<file path="src/rtl/core/assert_macros.svh">
// Assertion helpers for the display init sequencer.
`ifndef ASSERT_MACROS_SVH
`define ASSERT_MACROS_SVH

// Property must hold at every clock edge outside reset.
`define ASSERT_CLK(lbl, prop, msg) \
	lbl: assert property (@(posedge clk) disable iff (!arst_n) (prop)) else $error(msg);

// Condition must never be true at a clock edge outside reset.
`define ASSERT_NEVER(lbl, cond, msg) \
	lbl: assert property (@(posedge clk) disable iff (!arst_n) !(cond)) else $error(msg);

`endif

</file>
<file path="src/rtl/core/dics_pkg.sv">
package dics_pkg;

	localparam logic [7:0] MARKER_BYTE      = 8'hFF;
	localparam logic [7:0] DELAY_UNIT_RESET = 8'd10;

	typedef enum logic [1:0] {
		KIND_CMD   = 2'd0,
		KIND_DATA  = 2'd1,
		KIND_DELAY = 2'd2,
		KIND_END   = 2'd3
	} kind_t;

	typedef enum logic [2:0] {
		PH_CMD   = 3'b001,
		PH_COUNT = 3'b010,
		PH_PARAM = 3'b100
	} phase_t;

	typedef struct packed {
		kind_t       kind;
		logic [7:0]  out_byte;
		logic [15:0] pause_ms;
		logic        last_of_command;
	} result_t;

endpackage

</file>
<file path="src/rtl/core/dics_ctrl.sv">
module dics_ctrl (
	input  logic              clk,
	input  logic              arst_n,
	input  logic              step,
	input  logic [7:0]        byte_in,
	input  logic [7:0]        unit_ms,
	output logic              res_valid,
	output dics_pkg::result_t res
);

	dics_pkg::phase_t phase_q, phase_d;
	logic [7:0] held_q, held_d;
	logic [7:0] rem_q, rem_d;
	logic [7:0] left;

	always_comb begin
		phase_d   = phase_q;
		held_d    = held_q;
		rem_d     = rem_q;
		res_valid = 1'b0;
		res       = '0;
		left      = rem_q - 8'd1;
		case (phase_q)
			dics_pkg::PH_COUNT: begin
				phase_d   = dics_pkg::PH_CMD;
				res_valid = 1'b1;
				if (held_q == dics_pkg::MARKER_BYTE) begin
					if (byte_in == dics_pkg::MARKER_BYTE) begin
						res.kind = dics_pkg::KIND_END;
					end else begin
						res.kind     = dics_pkg::KIND_DELAY;
						res.pause_ms = 16'(byte_in) * 16'(unit_ms);
					end
				end else begin
					res.kind            = dics_pkg::KIND_CMD;
					res.out_byte        = held_q;
					res.last_of_command = (byte_in == 8'd0);
					if (byte_in != 8'd0) begin
						rem_d   = byte_in;
						phase_d = dics_pkg::PH_PARAM;
					end
				end
			end
			dics_pkg::PH_PARAM: begin
				rem_d               = left;
				res_valid           = 1'b1;
				res.kind            = dics_pkg::KIND_DATA;
				res.out_byte        = byte_in;
				res.last_of_command = (left == 8'd0);
				if (left == 8'd0) begin
					phase_d = dics_pkg::PH_CMD;
				end
			end
			default: begin
				// hold the command until its count arrives
				held_d  = byte_in;
				phase_d = dics_pkg::PH_COUNT;
			end
		endcase
	end

	always_ff @(posedge clk or negedge arst_n) begin
		if (!arst_n) begin
			phase_q <= dics_pkg::PH_CMD;
			held_q  <= 8'd0;
			rem_q   <= 8'd0;
		end else if (step) begin
			phase_q <= phase_d;
			held_q  <= held_d;
			rem_q   <= rem_d;
		end
	end

endmodule

</file>
<file path="src/rtl/core/display_init_command_sequencer.sv">
// Channel   Handshake              Payload
// in        in_valid / in_ready    table_byte
// out       out_valid / out_ready  kind, out_byte, pause_ms, last_of_command
// cfg       cfg_wen                cfg_wdata (delay_unit_ms)
//
// One table byte per cycle, sustained while in_ready stays high. A byte sits in
// the input register after its transfer and is decoded (phase update and the
// 8x8 delay multiply) into the result register once the output can take it,
// and its result transfers from there. Command bytes give no result.
// Reset clears the phase, held command, count and valid flags, and sets
// the delay unit to 10 ms. A stalled output holds the pipeline back
// through in_ready only once the input register is also full.
`include "assert_macros.svh"

module display_init_command_sequencer (
	input  logic        clk,
	input  logic        arst_n,
	input  logic        in_valid,
	output logic        in_ready,
	input  logic [7:0]  table_byte,
	output logic        out_valid,
	input  logic        out_ready,
	output logic [1:0]  kind,
	output logic [7:0]  out_byte,
	output logic [15:0] pause_ms,
	output logic        last_of_command,
	input  logic        cfg_wen,
	input  logic [7:0]  cfg_wdata
);

	logic [7:0] unit_q;
	logic       valid_s1;
	logic [7:0] byte_s1;
	logic       out_free;
	logic       adv;
	logic       step;
	logic       res_valid;
	dics_pkg::result_t res;
	dics_pkg::result_t res_s2;
	logic       valid_s2;

	assign out_free = !valid_s2 || out_ready;
	assign adv      = !valid_s1 || out_free;
	assign step     = valid_s1 && adv;
	assign in_ready = adv;

	always_ff @(posedge clk or negedge arst_n) begin
		if (!arst_n) begin
			unit_q <= dics_pkg::DELAY_UNIT_RESET;
		end else if (cfg_wen) begin
			unit_q <= cfg_wdata;
		end
	end

	always_ff @(posedge clk or negedge arst_n) begin
		if (!arst_n) begin
			valid_s1 <= 1'b0;
		end else if (adv) begin
			valid_s1 <= in_valid;
		end
	end

	always_ff @(posedge clk) begin
		if (in_valid && adv) begin
			byte_s1 <= table_byte;
		end
	end

	dics_ctrl u_ctrl (
		.clk       (clk),
		.arst_n    (arst_n),
		.step      (step),
		.byte_in   (byte_s1),
		.unit_ms   (unit_q),
		.res_valid (res_valid),
		.res       (res)
	);

	always_ff @(posedge clk or negedge arst_n) begin
		if (!arst_n) begin
			valid_s2 <= 1'b0;
		end else if (step && res_valid) begin
			valid_s2 <= 1'b1;
		end else if (out_ready) begin
			// drop the result once transferred
			valid_s2 <= 1'b0;
		end
	end

	always_ff @(posedge clk) begin
		if (step && res_valid) begin
			res_s2 <= res;
		end
	end

	assign out_valid       = valid_s2;
	assign kind            = res_s2.kind;
	assign out_byte        = res_s2.out_byte;
	assign pause_ms        = res_s2.pause_ms;
	assign last_of_command = res_s2.last_of_command;

	`ASSERT_CLK(a_stall_cause, !in_ready |-> (out_valid && !out_ready), "input stalled without output stall")
	`ASSERT_NEVER(a_delay_clean, out_valid && kind == dics_pkg::KIND_DELAY && (out_byte != 8'd0 || last_of_command), "delay result carries byte or last flag")
	`ASSERT_NEVER(a_end_clean, out_valid && kind == dics_pkg::KIND_END && (pause_ms != 16'd0 || out_byte != 8'd0), "end result carries payload")

endmodule
</file>
<file path="config.mk">
export PLATFORM = sky130hd
export DESIGN_NAME = display_init_command_sequencer
export DESIGN_NICKNAME = d
export VERILOG_FILES = /design/src/rtl/core/dics_pkg.sv /design/src/rtl/core/dics_ctrl.sv /design/src/rtl/core/display_init_command_sequencer.sv
export VERILOG_INCLUDE_DIRS = /design/src /design/src/rtl/core
export SDC_FILE = /design/constraint.sdc
export NUM_CORES = 1
export LEC_CHECK = 0
export BUFFER_PORTS_ARGS = -buffer_cell sky130_fd_sc_hd__buf_2
export CAP_MARGIN = 40
export CORE_ASPECT_RATIO = 0.5
export CORE_MARGIN = 3
export CORE_UTILIZATION = 35
export DETAILED_ROUTE_END_ITERATION = 7
export HOLD_SLACK_MARGIN = 0.02
export PLACE_DENSITY = 0.57
export SYNTH_ARGS = -nofsm -noshare
export SYNTH_HDL_FRONTEND = slang
export SYNTH_SLANG_ARGS = --single-unit
</file>
<file path="constraint.sdc">
create_clock -name clk -period 7.9 [get_ports clk]
set_clock_uncertainty 0.15 [all_clocks]
set_input_delay 1.58 -clock clk [delete_from_list [all_inputs] [get_ports clk]]
set_output_delay 1.58 -clock clk [all_outputs]
set_load 0.005 [all_outputs]
</file>
==> impl_metrics.json, run 1 <==
{
  "num_antenna_cells": 0,
  "synth_most_common_cell": "inv_1",
  "synthToLayoutAreaGrowth_pct": 14.75,
  "rsz0062_at_grt": "false",
  "max_freq_mhz": 213.1,
  "ys.flop_type": "edfxtp_1",
  "cts.path.max_buffers": 2,
  "worstPathArrival_ps": 4620,
  "fin_nets": 600,
  "yosysTopAreaCellShare_pct": 21.97,
  "routabilityCongestion": 0.8720,
  "cts_buffers": 9,
  "synth_area_leaders": "edfxtp_1 22%, fa_1 15%, dfrtp_1 14%",
  "hp-class": "register to register",
  "overflow": 0,
  "ios": 50,
  "power_density_mw_per_mm2": 344.3,
  "ff2ff_setup_slack_ps": 3210,
  "seq_area_frac_synth_pct": 37.22,
  "p_leak_uw": 0.002452,
  "cts_tree": "built",
  "clk_pin_slew_ps": 60,
  "synth_edf_count": 35,
  "rows": 29,
  "finalPower_uw": 1890,
  "antenna_found_initial": 0,
  "first_pass_iters": 4,
  "gr-usage-all-layers_pct": 14.03,
  "clk_latency_ps": 340,
  "via_per_inst": 4.853,
  "maxCapViolCount": 0,
  "drc": 0,
  "cts_resized": 0,
  "ir_drop_mv": 0.1474,
  "grt_max_degree": 30,
  "synth_top_area_cell": "edfxtp_1",
  "cts.hold.buffers_added": 0,
  "yosysWarningCount": 0,
  "worst_pin_slew_ps": 692.1,
  "syn_area_per_cell_um2": 10.44,
  "reg2reg_from": "byte_s1[0]",
  "ant_nets": 0,
  "r2r_cells": 15,
  "dp.cells": 664,
  "slew_headroom_pct": 53.86,
  "synth_area_mm2": 0.004783,
  "hold_slack_ps": 388.2,
  "synth_common_cells": "62 x inv_1, 55 x and2_1, 38 x ha_1, 36 x fa_1, 35 x edfxtp_1",
  "io_buffers": 49,
  "dieArea_mm2": 0.01519,
  "routedWlPerCell_um": 14.95,
  "grt_pass1_wl_um": 16490,
  "syn_nets": 553,
  "async_reset_ff_share_pct": 45.31,
  "start_util_pct": 36.82,
  "fin_crit_ps": 4693,
  "cp-startpoint": "byte_s1[0]",
  "syn_inst": 458,
  "setup_viol": 0,
  "cts_setup_buffers": 0,
  "final_layout_size_suffix_gt1_share_pct": 18.04,
  "worstPathRequired_ps": 7830,
  "synth-seq-cells": 64,
  "rr_endpoint": "pause_ms[15]",
  "clkSinkCount": 64,
  "instances_no_fill": 680,
  "worstPathMaxFanout": 13,
  "endpoint": "pause_ms[15]",
  "synth_cell_types": 46,
  "grt_pass1_vias": 3193,
  "num-fill-cells": 1282,
  "htreeDepth": 3,
  "die_h_um": 88.67,
  "status": "finished clean",
  "crit_type": "register to register",
  "die_w_um": 171.3,
  "ctsRootBufferMaster": "clkbuf_16",
  "finalCritPeriodShare_pct": 59.41,
  "hpwl_um": 7458,
  "hold_violations": 0,
  "core_area_mm2": 0.01299,
  "critPathCaptureType": "register",
  "worstSetupStartpointType": "register",
  "slew_viol_final": 0,
  "drtIter0Drc": 133,
  "tns_ps": 0,
  "routed_wl_um": 10170,
  "vias": 3300
}
[cells by family after synthesis]
| logic type | Yosys count | share of synthesized area [%] |
|---|---|---|
| flip-flops | 64 | 37.22 |
| AO/OA/AOI/OAI | 66 | 8.841 |
| buffers and inverters | 78 | 6.304 |
| multiplexers | 16 | 3.767 |
| adder cells (fa/ha/maj) | 74 | 25.01 |
| XOR/XNOR | 11 | 2.014 |
| AND/OR/NAND/NOR | 149 | 16.85 |
[flip-flops by register name (all words and copies together) (netlist names)]
| name | count |
|---|---|
| u_ctrl.rem_q | 8 |
| unit_q | 8 |
| byte_s1 | 8 |
| last_of_command | 1 |
| u_ctrl.phase_q | 3 |
| u_ctrl.held_q | 8 |
| valid_s1 | 1 |
| out_valid | 1 |
| out_byte | 8 |
| kind | 2 |
| pause_ms | 16 |
[worst min path at each step]
stage	slack, ps	to	from	depth (start not counted)
3_3_place_gp	360	u_ctrl.held_q[5]	u_ctrl.held_q[5]	1
3_5_place_dp	370	u_ctrl.held_q[5]	u_ctrl.held_q[5]	1
2_1_floorplan	350	u_ctrl.held_q[0]	u_ctrl.held_q[0]	1
5_1_grt	400	u_ctrl.held_q[6]	u_ctrl.held_q[6]	1
6_report	390	u_ctrl.held_q[5]	u_ctrl.held_q[5]	1
4_1_cts	380	u_ctrl.held_q[5]	u_ctrl.held_q[5]	1
[metal layers]
layer	GRT usage, %	up-vias	share of wire (%)
met5	0	-	0
met4	4.672	0	1.5
met3	3.570	15	4.6
met2	20.27	74	42
met1	20.58	1582	52
li1	-	1629	-
[metrics by stage]
step	setup slack (ps)	area, µm²	utilization, %
floorplan	3424	4783	-
global placement	3208	5192	39.97
detailed placement	3196	5220	40.18
CTS	3170	5489	42.26
global route	2931	5489	42.26
finish	3207	5489	42.26
[critical path, cell delays in order, from the launching register on]
cell	delay, ps
edfxtp_1	600
nand2_1	150
fa_1	520
fa_1	540
inv_1	50
fa_1	520
inv_1	50
fa_1	530
inv_1	40
ha_1	320
o21a_1	140
o31a_1	170
o21ai_0	150
o31ai_1	300
xnor2_1	150
nor2_1	50
[area by class of cell]
class / instances / area, µm² / area share [%]
Clock buffer: 12 / 246.5 / 4.491
Clock inverter: 4 / 22.52 / 0.4103
Multi-Input combinational cell: 316 / 2706 / 49.30
Inverter: 62 / 232.7 / 4.240
Timing Repair Buffer: 52 / 287.8 / 5.243
Sequential cell: 64 / 1780 / 32.44
Tap cell: 170 / 212.7 / 3.875
[where the power goes]
part | leakage [µW] | internal (µW) | switching (µW)
combinational | 0.00165 | 434 | 536
clock | 0.000132 | 219 | 150
sequential | 0.000674 | 473 | 78.2
total | 0.00245 | 1130 | 764
[layout by cell type, fill, tap and decap left out, drive strengths merged, types with 4 or more instances in the layout]
cell type / Yosys / layout
mux2: 16 / 16
a21oi: 20 / 20
nor3: 5 / 5
nor2: 24 / 24
inv: 62 / 62
buf: 5 / 52
o211ai: 4 / 4
clkbuf: 11 / 12
nand2: 31 / 31
nand4: 8 / 8
nand3: 7 / 7
and2: 55 / 55
edfxtp: 35 / 35
ha: 38 / 38
a22o: 10 / 10
nor2b: 4 / 4
nand2b: 5 / 5
o21ai: 16 / 16
fa: 36 / 36
xnor2: 9 / 9
dfrtp: 26 / 26
Note: power is estimated with default switching activity, not from simulation.
==> run 2, diff against run 1 <==
PLACE_DENSITY = 0.59   (was 0.57)
clock period = 4.1 ns   (was 7.9 ns; I/O delays follow)
==> run 2 against run 1 <==
Against the previous run:
- routed wire length grew 4.8%
- cell area rose by 12%
- critical endpoint unchanged
- total power up 130%
- the flow now finishes with violations (negative setup slack)
==> impl_metrics.json, run 2 (synthesis gave the netlist of run 1 again) <==
{
  "rsz0062_at_grt": "true",
  "fin_crit_ps": 4227,
  "cts_tree": "built",
  "status": "finished with violations",
  "die_w_um": 171.3,
  "largest_reg_flops": 16,
  "worstSetupStartpointType": "register",
  "hpwl_um": 8047,
  "crit_type": "register to register",
  "ff2ff_setup_slack_ps": -130,
  "first_pass_iters": 4,
  "drc": 0,
  "via_per_inst": 4.760,
  "routabilityCongestion": 0.8478,
  "routedWlPerCell_um": 14.43,
  "synthToLayoutAreaGrowth_pct": 28.09,
  "grt_pass1_vias": 3595,
  "worstPathArrival_ps": 4170,
  "die_h_um": 88.67,
  "finalWorstSetupSlack_ps": -126.6,
  "drtIter0Drc": 145,
  "core_area_mm2": 0.01299,
  "rows": 29,
  "dieArea_mm2": 0.01519,
  "cts.path.max_buffers": 2,
  "vias": 3513,
  "final_cell_mix": "59 x buf_4, 57 x inv_1, 49 x buf_2",
  "hold_violations": 0,
  "r2r_cells": 14,
  "max_freq_mhz": 236.6,
  "io_buffers": 49,
  "finalCritPeriodShare_pct": 103.1,
  "worstPathMaxFanout": 8,
  "htreeDepth": 3,
  "endpoint": "pause_ms[15]",
  "final_layout_size_suffix_gt1_share_pct": 33.80,
  "worstPathRequired_ps": 4040,
  "cts_buffers": 9,
  "ctsRootBufferMaster": "clkbuf_16",
  "clk_latency_ps": 340,
  "grt_max_degree": 30,
  "gr-usage-all-layers_pct": 14.79,
  "ios": 50,
  "cp_common_cell": "fa_1",
  "slew_viol_final": 0,
  "start_util_pct": 36.82,
  "slowest_delay_ps": 540,
  "p_leak_uw": 0.002775,
  "clkSinkCount": 64,
  "multiInputGateArea_mm2": 0.002869,
  "ir_drop_mv": 0.2737,
  "final_common_cell": "buf_4",
  "regArea_mm2": 0.001783,
  "slew_headroom_pct": 54.37,
  "hp-class": "input port to asynchronous set/reset pin",
  "routed_wl_um": 10650,
  "fin_nets": 658,
  "num-fill-cells": 1214,
  "worst_pin_slew_ps": 684.5,
  "finalPower_uw": 4339,
  "overflow": 0,
  "cp_num_buf_inv": 2,
  "cts.hold.buffers_added": 0,
  "path_cells": "and2_1 > fa_2 > fa_1 > fa_1 > inv_1 > fa_1 > inv_2 > ha_4 > o21a_1 > o31a_1 > o21ai_2 > o31ai_2 > xnor2_1 > nor2_1",
  "clk_pin_slew_ps": 70,
  "reg2reg_from": "byte_s1[4]",
  "grt_pass1_wl_um": 17640,
  "crit_family": "adder cells",
  "cp-startpoint": "byte_s1[4]",
  "ant_nets": 0,
  "setup_viol": 8,
  "antenna_found_initial": 0,
  "num_antenna_cells": 0,
  "pre_cts_ws_ps": -208.6,
  "cpMaxStageDelayCell": "fa_1",
  "worst-path-stages": 14,
  "maxCapViolCount": 0,
  "rr_endpoint": "pause_ms[15]",
  "critPathCaptureType": "register",
  "power_density_mw_per_mm2": 708.1,
  "failed_checks": "negative setup slack"
}
## run 2: metrics by stage
stage               hold WS (ps)  TNS, ps  util [%]  instances  area (µm²)
floorplan                  352.7   -18.92         -        458        4962
global placement           370.1    -1048     43.45        709        5644
detailed placement         374.6    -1176     43.45        709        5644
CTS                        381.1   -802.7     46.68        736        6063
global route               401.1    -1890     47.17        738        6127
finish                     368.2   -610.5     47.17        738        6127
## run 2: worst reg2reg max path, delay by kind of cell (launching register included)
family / cells / cell delay (ps)
fa+ha+maj: 5 / 2200
xor+xnor: 1 / 150
compound gates: 4 / 600
buf+inv: 2 / 100
flops: 1 / 500
simple gates: 2 / 290
## run 2: where the power goes
group / switching, µW / total, µW / internal [µW]
sequential: 139 / 1050 / 911
combinational: 1240 / 2470 / 1230
clock: 324 / 814 / 490
## run 2: how the worst min path moves through the flow
stage,startpoint,to,slack (ps),cells after the start
finish,arst_n,u_ctrl.held_q[5],370,1
global route,u_ctrl.held_q[4],u_ctrl.held_q[4],400,1
CTS,arst_n,u_ctrl.held_q[5],380,1
detailed placement,u_ctrl.held_q[4],u_ctrl.held_q[4],370,1
global placement,u_ctrl.held_q[7],u_ctrl.held_q[7],370,1
floorplan,u_ctrl.held_q[0],u_ctrl.held_q[0],350,1
## run 2: area by class of cell
cell class	count	area share, %
Clock buffer	11	4.493
Clock inverter	5	0.7147
Multi-Input combinational cell	316	46.82
Sequential cell	64	29.10
Inverter	62	3.798
Timing Repair Buffer	110	11.60
Tap cell	170	3.472
## run 2: timing repair
item,CTS,global route
setup buffers,11,2
setup endpoints to repair,7,10
pin swaps,35,22
gates resized for setup,9,14
## run 2: layer usage
metal	vias up	routed length (µm)	GRT usage, %
li1	1743	-	-
met1	1705	5327	20.30
met2	55	4704	23.29
met3	10	489	3.882
met4	0	128	4.453
met5	-	0	0
